[src/prg_pkg.sv]
`default_nettype none

package prg_pkg;

  localparam int CFG_DATA_W = 32;
  localparam int CFG_IDX_W  = 2;
  localparam int COUNT_W    = 16;
  localparam int PRIME_W    = 32;

  localparam logic [CFG_IDX_W-1:0] CFG_RANGE_START = 2'd0;
  localparam logic [CFG_IDX_W-1:0] CFG_RANGE_END   = 2'd1;
  localparam logic [CFG_IDX_W-1:0] CFG_PRIME_COUNT = 2'd2;

  localparam int RANGE_START_RST = 2;
  localparam int FIRST_DIVISOR   = 2;

  typedef enum logic [4:0] {
    ST_IDLE  = 5'b00001,
    ST_CHECK = 5'b00010,
    ST_DIV   = 5'b00100,
    ST_TEST  = 5'b01000,
    ST_FIN   = 5'b10000
  } prg_state_t;

endpackage

`default_nettype wire

[src/prime_range_generator_top.sv]
`default_nettype none

// Operation: from the accepting edge each candidate is examined in turn, and each trial
// divisor runs a bit-serial restoring divider over W bits (W = min(VALUE_BITS, 32)); the
// result is then loaded into the output register once that register is free or being read.
// Input: one beat at a time; the next input beat is taken only once the last result is
// loaded, and it is taken while that result waits in the output register.
// Reset (rst_n, synchronous): candidate = 2, given = 0, control registers to reset values; the datapath is not reset.
module prime_range_generator_top #(
  parameter int VALUE_BITS = 32
) (
  input  wire logic                              clk,
  input  wire logic                              rst_n,
  input  wire logic                              cfg_we,
  input  wire logic [prg_pkg::CFG_IDX_W-1:0]     cfg_idx,
  input  wire logic [prg_pkg::CFG_DATA_W-1:0]    cfg_wdata,
  input  wire logic                              in_valid,
  output logic                                   in_ready,
  input  wire logic                              in_restart,
  output logic                                   out_valid,
  input  wire logic                              out_ready,
  output logic [prg_pkg::PRIME_W-1:0]            out_prime,
  output logic                                   out_found,
  output logic                                   out_is_last
);
  import prg_pkg::*;

  localparam int RW    = (VALUE_BITS < CFG_DATA_W) ? VALUE_BITS : CFG_DATA_W;
  localparam int CNT_W = $clog2(RW + 1);

  prg_state_t           state_r, state_nxt;
  logic [RW-1:0]        range_start_r, range_end_r;
  logic [COUNT_W-1:0]   prime_count_r;
  logic [RW-1:0]        cand_r, cand_nxt;
  logic [COUNT_W-1:0]   given_r, given_nxt;
  logic [RW-1:0]        tst_r, tst_nxt;
  logic [RW-1:0]        dvs_r, dvs_nxt;
  logic [RW-1:0]        quo_r, quo_nxt;
  logic [RW-1:0]        rem_r, rem_nxt;
  logic [CNT_W-1:0]     cnt_r, cnt_nxt;
  logic                 res_found_r, res_found_nxt;
  logic                 res_last_r, res_last_nxt;
  logic                 out_valid_r, out_valid_nxt;
  logic [RW-1:0]        out_val_r, out_val_nxt;
  logic                 out_found_r, out_found_nxt;
  logic                 out_last_r, out_last_nxt;

  // divider step
  logic [RW:0]          rem_sh;
  logic [RW:0]          rem_sub;
  logic                 div_ge;
  logic [COUNT_W-1:0]   given_inc;

  assign rem_sh    = {rem_r, quo_r[RW-1]};
  assign rem_sub   = rem_sh - {1'b0, dvs_r};
  assign div_ge    = rem_sh >= {1'b0, dvs_r};
  assign given_inc = given_r + COUNT_W'(1);

  always_comb begin
    state_nxt     = state_r;
    cand_nxt      = cand_r;
    given_nxt     = given_r;
    tst_nxt       = tst_r;
    dvs_nxt       = dvs_r;
    quo_nxt       = quo_r;
    rem_nxt       = rem_r;
    cnt_nxt       = cnt_r;
    res_found_nxt = res_found_r;
    res_last_nxt  = res_last_r;
    out_valid_nxt = out_valid_r;
    out_val_nxt   = out_val_r;
    out_found_nxt = out_found_r;
    out_last_nxt  = out_last_r;

    if (out_valid_r && out_ready) begin
      out_valid_nxt = 1'b0;
    end

    case (state_r)
      ST_IDLE: begin
        if (in_valid) begin
          if (in_restart) begin
            cand_nxt  = range_start_r;
            given_nxt = '0;
          end
          state_nxt = ST_CHECK;
        end
      end
      ST_CHECK: begin
        if ((given_r >= prime_count_r) || (cand_r >= range_end_r)) begin
          res_found_nxt = 1'b0;
          res_last_nxt  = 1'b0;
          state_nxt     = ST_FIN;
        end else begin
          cand_nxt = cand_r + RW'(1);
          if (cand_r >= RW'(FIRST_DIVISOR)) begin
            tst_nxt   = cand_r;
            dvs_nxt   = RW'(FIRST_DIVISOR);
            quo_nxt   = cand_r;
            rem_nxt   = '0;
            cnt_nxt   = CNT_W'(RW);
            state_nxt = ST_DIV;
          end
        end
      end
      ST_DIV: begin
        rem_nxt = div_ge ? rem_sub[RW-1:0] : rem_sh[RW-1:0];
        quo_nxt = {quo_r[RW-2:0], div_ge};
        cnt_nxt = cnt_r - CNT_W'(1);
        if (cnt_r == CNT_W'(1)) begin
          state_nxt = ST_TEST;
        end
      end
      ST_TEST: begin
        if (dvs_r > quo_r) begin
          // no divisor up to the square root: prime
          given_nxt     = given_inc;
          res_found_nxt = 1'b1;
          res_last_nxt  = (given_inc == prime_count_r);
          state_nxt     = ST_FIN;
        end else if (rem_r == '0) begin
          state_nxt = ST_CHECK;
        end else begin
          dvs_nxt   = dvs_r + RW'(1);
          quo_nxt   = tst_r;
          rem_nxt   = '0;
          cnt_nxt   = CNT_W'(RW);
          state_nxt = ST_DIV;
        end
      end
      ST_FIN: begin
        if (!out_valid_r || out_ready) begin
          out_valid_nxt = 1'b1;
          out_found_nxt = res_found_r;
          out_last_nxt  = res_last_r;
          out_val_nxt   = res_found_r ? tst_r : '0;
          state_nxt     = ST_IDLE;
        end
      end
      default: begin
        state_nxt = ST_IDLE;
      end
    endcase
  end

  always_ff @(posedge clk) begin
    if (!rst_n) begin
      state_r       <= ST_IDLE;
      range_start_r <= RW'(RANGE_START_RST);
      range_end_r   <= '0;
      prime_count_r <= '0;
      cand_r        <= RW'(RANGE_START_RST);
      given_r       <= '0;
      cnt_r         <= '0;
      res_found_r   <= 1'b0;
      res_last_r    <= 1'b0;
      out_valid_r   <= 1'b0;
      out_found_r   <= 1'b0;
      out_last_r    <= 1'b0;
    end else begin
      state_r     <= state_nxt;
      cand_r      <= cand_nxt;
      given_r     <= given_nxt;
      cnt_r       <= cnt_nxt;
      res_found_r <= res_found_nxt;
      res_last_r  <= res_last_nxt;
      out_valid_r <= out_valid_nxt;
      out_found_r <= out_found_nxt;
      out_last_r  <= out_last_nxt;
      if (cfg_we) begin
        case (cfg_idx)
          CFG_RANGE_START: range_start_r <= cfg_wdata[RW-1:0];
          CFG_RANGE_END:   range_end_r   <= cfg_wdata[RW-1:0];
          CFG_PRIME_COUNT: prime_count_r <= cfg_wdata[COUNT_W-1:0];
          default: begin
          end
        endcase
      end
    end
  end

  always_ff @(posedge clk) begin
    tst_r     <= tst_nxt;
    dvs_r     <= dvs_nxt;
    quo_r     <= quo_nxt;
    rem_r     <= rem_nxt;
    out_val_r <= out_val_nxt;
  end

  assign in_ready    = (state_r == ST_IDLE);
  assign out_valid   = out_valid_r;
  assign out_prime   = PRIME_W'(out_val_r);
  assign out_found   = out_found_r;
  assign out_is_last = out_last_r;

  a_miss_zero: assert property (@(posedge clk) disable iff (!rst_n)
    out_valid && !out_found |-> (out_prime == '0) && !out_is_last)
    else $error("miss beat carries nonzero payload");

  a_hit_ge2: assert property (@(posedge clk) disable iff (!rst_n)
    out_valid && out_found |-> out_prime >= PRIME_W'(FIRST_DIVISOR))
    else $error("reported prime below two");

  a_div_ge2: assert property (@(posedge clk) disable iff (!rst_n)
    state_r == ST_DIV |-> dvs_r >= RW'(FIRST_DIVISOR))
    else $error("trial divisor below two");

  a_restart: assert property (@(posedge clk) disable iff (!rst_n)
    in_valid && in_ready && in_restart |=>
      (cand_r == $past(range_start_r)) && (given_r == '0))
    else $error("restart did not rewind scan");

endmodule

`default_nettype wire
[config.mk]
export PLATFORM = sky130hd
export DESIGN_NAME = prime_range_generator_top
export DESIGN_NICKNAME = d
export VERILOG_FILES = /design/src/prg_pkg.sv /design/src/prime_range_generator_top.sv
export SDC_FILE = /design/constraint.sdc
export NUM_CORES = 1
export LEC_CHECK = 0
export BUFFER_PORTS_ARGS = -buffer_cell sky130_fd_sc_hd__buf_4
export CAP_MARGIN = 30
export CORE_MARGIN = 5
export CORE_UTILIZATION = 60
export CTS_CLUSTER_SIZE = 25
export DETAILED_ROUTE_END_ITERATION = 16
export PLACE_DENSITY_LB_ADDON = 0.15
export SETUP_SLACK_MARGIN = 0.5
export SKIP_LAST_GASP = 1
export SLEW_MARGIN = 25
export SYNTH_ARGS = -nofsm -noshare
export SYNTH_HDL_FRONTEND = slang
export SYNTH_SLANG_ARGS = --single-unit
export TNS_END_PERCENT = 20
[constraint.sdc]
create_clock -name clk -period 8.9 [get_ports clk]
set_input_delay 2.67 -clock clk [delete_from_list [all_inputs] [get_ports clk]]
set_output_delay 2.67 -clock clk [all_outputs]
set_load 0.01 [all_outputs]
==> results_dict.tcl, run 1 <==
set metrics [dict create \
    outcome "finished, final reports clean" \
    hold_viol 0 \
    synth_seq_area_share 0.442 \
    async_flop_share 0 \
    ctsResizeCount 0 \
    drc 0 \
    die-width_um 180 \
    grt_pass1_vias 13900 \
    fmax_mhz 243 \
    swShare 0.280 \
    skew_ns 0.0170 \
    p_comb_frac 0.169 \
    synth_area_sq_mm 0.0174 \
    synth_top_family_by_area "simple AND/OR/NAND/NOR gates" \
    slew-limit-headroom 0.371 \
    ctsRootBufferMaster "clkbuf_16" \
    finalSetupViolations 0 \
    arrival_ns 1.44 \
    core_area_sq_mm 0.0287 \
    drtIter0Drc 1383 \
    pwr_density_cell_mw_per_mm2 191 \
    leakagePower_nw 7.57 \
    crit_required_ns 6.23 \
    yosysUniqueCellTypes 79 \
    clkTransAtPathRegs_ns 0.06 \
    first_pass_iters 6 \
    wire_per_inst_um 18.6 \
    multi_input_area_sq_mm 0.00884 \
    ant_nets 0 \
    nFillCells 2322 \
    clock_latency_ns 0.51 \
    synth_compound_area_frac 0.159 \
    drive_above_1_share 0.0908 \
    worstHoldPathType "reg2reg" \
    synth_seq_cells 304 \
    drv_slew 0 \
    synth_area_leaders "edfxtp_1 (28%), dfxtp_1 (17%), ha_1 (8.5%)" \
    crit_type "reg2out" \
    tns_ns 0 \
    place_congestion 0.895 \
    htree_levels 2 \
    cts_buffer_depth 3 \
    worstSetupStartpointType "flip-flop" \
    pwr-share-clk 0.389 \
    cts_tree "done" \
    antenna_found_initial 0 \
    rsz0062_at_grt "false" \
    final_common_cell "nand2_1" \
    die-area_sq_mm 0.0325 \
    synth_top_flop_cell "edfxtp_1" \
    cts_hold_buf 0 \
    crit_fanout 6 \
    avgSynthCellArea_sq_um 8.91 \
    muxShareOfSynthArea 0.0174 \
    synth_top_area_cell "edfxtp_1" \
    via_per_inst 6.02 \
    synth-edff-count 160 \
    die-height_um 180 \
    seq_power_share 0.442 \
    fin_nets 2149 \
    placed_area_sq_mm 0.0182 \
    synthAdderAreaFrac 0.0860 \
    p_sw_mw 1.03 \
    layout_worst_path_cycle_share 0.462 \
    dp_hpwl_um 31800 \
    irDropWorstVdd_v 0.000154 \
    diodes 0 \
    vias 14400 \
    regArea_sq_mm 0.00769 \
    syn_inst 1953 \
    num_io_pins 76 \
    syn_nets 2112 \
    yosys.area_share.simple 0.206 \
    yosys.area_share.xor_xnor 0.0378 \
    end_kind "primary output" \
    total_power_mw 3.69 \
    clkSinkCount 304 \
    drv_cap 0 \
    grt_pass1_wl_um 72200 \
    grt_usage 0.266 \
    synth_top_area_frac 0.276 \
    tightest_slew_ns 0.938 \
    p_int_mw 2.66 \
    numCtsBuffers 34 \
    yosysWarnings 0 \
    grt-ovfl-total 0 \
    routed_wl_um 44600 \
    start_util 0.606 \
    cts_setup_buffers 0 \
    numPortBuffers 75 \
    min_period_ns 4.11 \
    grt_max_degree 90 \
    fin_area_sq_mm 0.0194 \
    syn_to_final_growth_pct 11.3 \
    layout_common_cells "nand2_1 (336), a21oi_1 (192), edfxtp_1 (160)" \
    fp-row-count 62 \
]
[critical path, cell delays in order (launching register included)]
cell and delay [ns]:
dfxtp_1 0.35, nor2_1 0.12, nand3_1 0.20, inv_1 0.14, buf_4 0.13
[cell type report]
cell class,instances,area share
tap,384,0.0248
timing repair buffer,93,0.0361
clock inverter,15,0.00976
sequential,304,0.397
inverter,137,0.0266
clock buffer,46,0.0490
multi-input combinational,1420,0.457
[Yosys cell counts (9+ instances only)]
| master | count |
|---|---|
| nor2_1 | 136 |
| ha_1 | 118 |
| a21o_1 | 20 |
| nand4_1 | 44 |
| xnor2_1 | 62 |
| nand2_1 | 336 |
| nand2b_1 | 12 |
| mux2i_1 | 22 |
| inv_1 | 136 |
| a211oi_1 | 10 |
| a31oi_1 | 13 |
| a21oi_1 | 192 |
| nor4_1 | 29 |
| edfxtp_1 | 160 |
| nand3_1 | 49 |
| clkbuf_1 | 76 |
| and3_1 | 25 |
| o31ai_1 | 17 |
| o21a_1 | 12 |
| buf_2 | 9 |
| xor2_1 | 13 |
| a22oi_1 | 32 |
| and4_1 | 9 |
| o21ai_0 | 59 |
| nor3_1 | 25 |
| and2_1 | 44 |
| dfxtp_1 | 144 |
| nand3b_1 | 10 |
[power by group through the flow]
stage / combinational [mW] / clock, mW / sequential [mW]
3_3_place_gp: 0.600 / 0 / 1.66
6_report: 0.624 / 1.44 / 1.63
5_1_grt: 0.693 / 1.52 / 1.64
4_1_cts: 0.620 / 1.46 / 1.63
3_5_place_dp: 0.616 / 0 / 1.66
2_1_floorplan: 0.465 / 0 / 1.63
[layer usage]
metal  share of wire  vias to the layer above  GRT usage
li1                -                     7022          -
met1            0.43                     6840      0.361
met2            0.48                      477      0.442
met3           0.055                      101     0.0331
met4           0.037                        0     0.0941
met5               0                        -          0
[registers in the layout, indices dropped and copies added, names as in the netlist]
signal and flops:
cnt_r 6, quo_r 32, out_found 1, tst_r 32, cand_r 32, res_found_r 1
prime_count_r 16, out_is_last 1, given_r 16, rem_r 32, state_r 5, out_prime 32
dvs_r 32, res_last_r 1, range_end_r 32, out_valid 1, range_start_r 32
[logic make-up after synthesis]
kind of cell	after synthesis
AOI/OAI and AO/OA	434
xor gates and xnor gates	75
buffers and inverters	229
DFF	304
muxes	29
and+or+nand+nor	763
adders and majority gates	119
[through the flow]
step,hold slack [ns],instances,setup slack [ns],utilization
final,0.456,2399,4.79,0.675
after global routing,0.469,2399,4.61,0.675
after CTS,0.455,2399,4.79,0.674
after detailed placement,0.446,2338,4.44,0.635
after global placement,0.443,2338,4.46,0.635
after floorplan,0.432,1953,1.59,-
[final timing paths]
| check | startpoint | to | slack [ns] | depth (start not counted) |
|---|---|---|---|---|
| worst min register to register | range_end_r[12] | range_end_r[12] | 0.46 | 2 |
| worst max register to register | dvs_r[31] | rem_r[30] | 4.88 | 7 |
| worst max-delay path | state_r[4] | in_ready | 4.79 | 4 |
| worst min-delay path | range_end_r[12] | range_end_r[12] | 0.46 | 2 |
Power figures use the tool's default switching activity.
==> run 2, diff against run 1 <==
==> constraint.sdc (replaced) <==
create_clock -name clk -period 4.3 [get_ports clk]
set_input_delay 1.29 -clock clk [delete_from_list [all_inputs] [get_ports clk]]
set_output_delay 1.29 -clock clk [all_outputs]
set_load 0.01 [all_outputs]
==> results_dict.tcl, run 2 (synthesis results as in run 1) <==
set metrics [dict create \
    layout_common_cells "nand2_1 (336), a21oi_1 (192), edfxtp_1 (160)" \
    hold_viol 0 \
    fmax_mhz 270 \
    via_per_inst 6.04 \
    grt-ovfl-total 0 \
    arrival_ns 3.88 \
    cts_tree "done" \
    place_ws_ns 0.373 \
    final_common_cell "nand2_1" \
    clkSinkCount 304 \
    tns_ns 0 \
    cp_num_buf_inv 3 \
    drc 0 \
    crit_top_cell "inv_1" \
    layout_worst_path_cycle_share 0.861 \
    crit_type "reg2reg" \
    clkTransAtPathRegs_ns 0.06 \
    slew-limit-headroom 0.412 \
    fin_nets 2174 \
    ant_nets 0 \
    drv_cap 0 \
    grt_usage 0.273 \
    end_kind "flip-flop" \
    max_stage_delay_ns 0.58 \
    regArea_sq_mm 0.00769 \
    leakagePower_nw 7.73 \
    critPathSlowestCell "or4_1" \
    antenna_found_initial 0 \
    vias 14600 \
    fp-row-count 62 \
    cp_top_family "compound AO/OA/AOI/OAI gates" \
    grt_pass1_vias 14500 \
    grt_pass1_wl_um 73700 \
    ctsRootBufferMaster "clkbuf_16" \
    irDropWorstVdd_v 0.000344 \
    nFillCells 2352 \
    crit_required_ns 4.47 \
    num_io_pins 76 \
    skew_ns 0.0312 \
    finalSetupViolations 0 \
    die-width_um 180 \
    worstPathCellList "inv_1, ha_1, nand2b_4, a2111oi_4, nor3_1, o41ai_4, o311ai_4, or4_1, o31a_1, inv_1, buf_6" \
    die-area_sq_mm 0.0325 \
    multi_input_area_sq_mm 0.00890 \
    start_util 0.606 \
    worstSetupStartpointType "flip-flop" \
    crit_fanout 32 \
    place_congestion 0.930 \
    wire_per_inst_um 18.8 \
    dp_hpwl_um 32500 \
    rsz0062_at_grt "true" \
    numCtsBuffers 36 \
    htree_levels 2 \
    fin_ws_ns 0.599 \
    cts_hold_buf 0 \
    grt_max_degree 66 \
    die-height_um 180 \
    tightest_slew_ns 0.877 \
    min_period_ns 3.70 \
    core_area_sq_mm 0.0287 \
    syn_to_final_growth_pct 12.8 \
    outcome "finished, final reports clean" \
    total_power_mw 7.69 \
    drtIter0Drc 1236 \
    numPortBuffers 75 \
    clock_latency_ns 0.53 \
    drv_slew 0 \
    cts_buffer_depth 3 \
    routed_wl_um 45500 \
    diodes 0 \
    worstHoldPathType "reg2reg" \
    first_pass_iters 5 \
    drive_above_1_share 0.107 \
    pwr_density_cell_mw_per_mm2 392 \
]
[run 2: cell types whose count changed in the layout (fill, tap and decap cells not counted), sizes merged]
cell,delta
buf,+23
clkinv,+6
bufinv,-2
inv,-1
[run 2: worst register-to-register path: cells and delay by family, from the launching register on]
kind / cells / cell delay [ns]
AO/OA/AOI/OAI: 4 / 1.33
adder cells (fa/ha/maj): 1 / 0.29
buffers and inverters: 3 / 0.45
flip-flops: 1 / 0.37
AND/OR/NAND/NOR: 3 / 0.88
[run 2: path summary, 6_finish.rpt]
kind	start	end	slack [ns]	cells past startpoint
setup / recovery	given_r[0]	dvs_r[30]	0.60	11
hold / removal	res_last_r	out_is_last	0.45	2
setup reg to reg	given_r[0]	dvs_r[30]	0.60	11
hold reg to reg	res_last_r	out_is_last	0.45	2
[run 2: cell type report]
class | instances | area share
multi-input combinational | 1420 | 0.454
tap | 384 | 0.0245
sequential | 304 | 0.392
inverter | 137 | 0.0263
clock inverter | 18 | 0.00822
timing repair buffer | 116 | 0.0460
clock buffer | 46 | 0.0498
[run 2: metal layers]
metal  track usage  vias up  routed length (um)
li1              -     7077                   -
met1         0.361     6979               19500
met2         0.460      478               21800
met3        0.0335      108                2520
met4         0.107        0                1640
met5             0        -                   0
[run 2: report_power, final]
group / internal, mW / total, mW / switching [mW]
Sequential: 3.21 / 3.36 / 0.141
Clock: 1.74 / 2.95 / 1.22
Combinational: 0.532 / 1.38 / 0.848
[run 2: what timing repair did]
action	4_1_cts	5_1_grt
endpoints found under the setup margin	43	130
setup buffers	0	1
resized for setup	1	6
pin swaps	0	2
[run 2: metrics by stage]
stage | utilization | hold WS, ns | cells | cell area [sq um]
3_5_place_dp | 0.642 | 0.448 | 2359 | 18400
5_1_grt | 0.684 | 0.469 | 2425 | 19600
4_1_cts | 0.682 | 0.455 | 2423 | 19600
3_3_place_gp | 0.642 | 0.443 | 2359 | 18400
2_1_floorplan | - | 0.432 | 1953 | 17400
6_report | 0.684 | 0.451 | 2425 | 19600
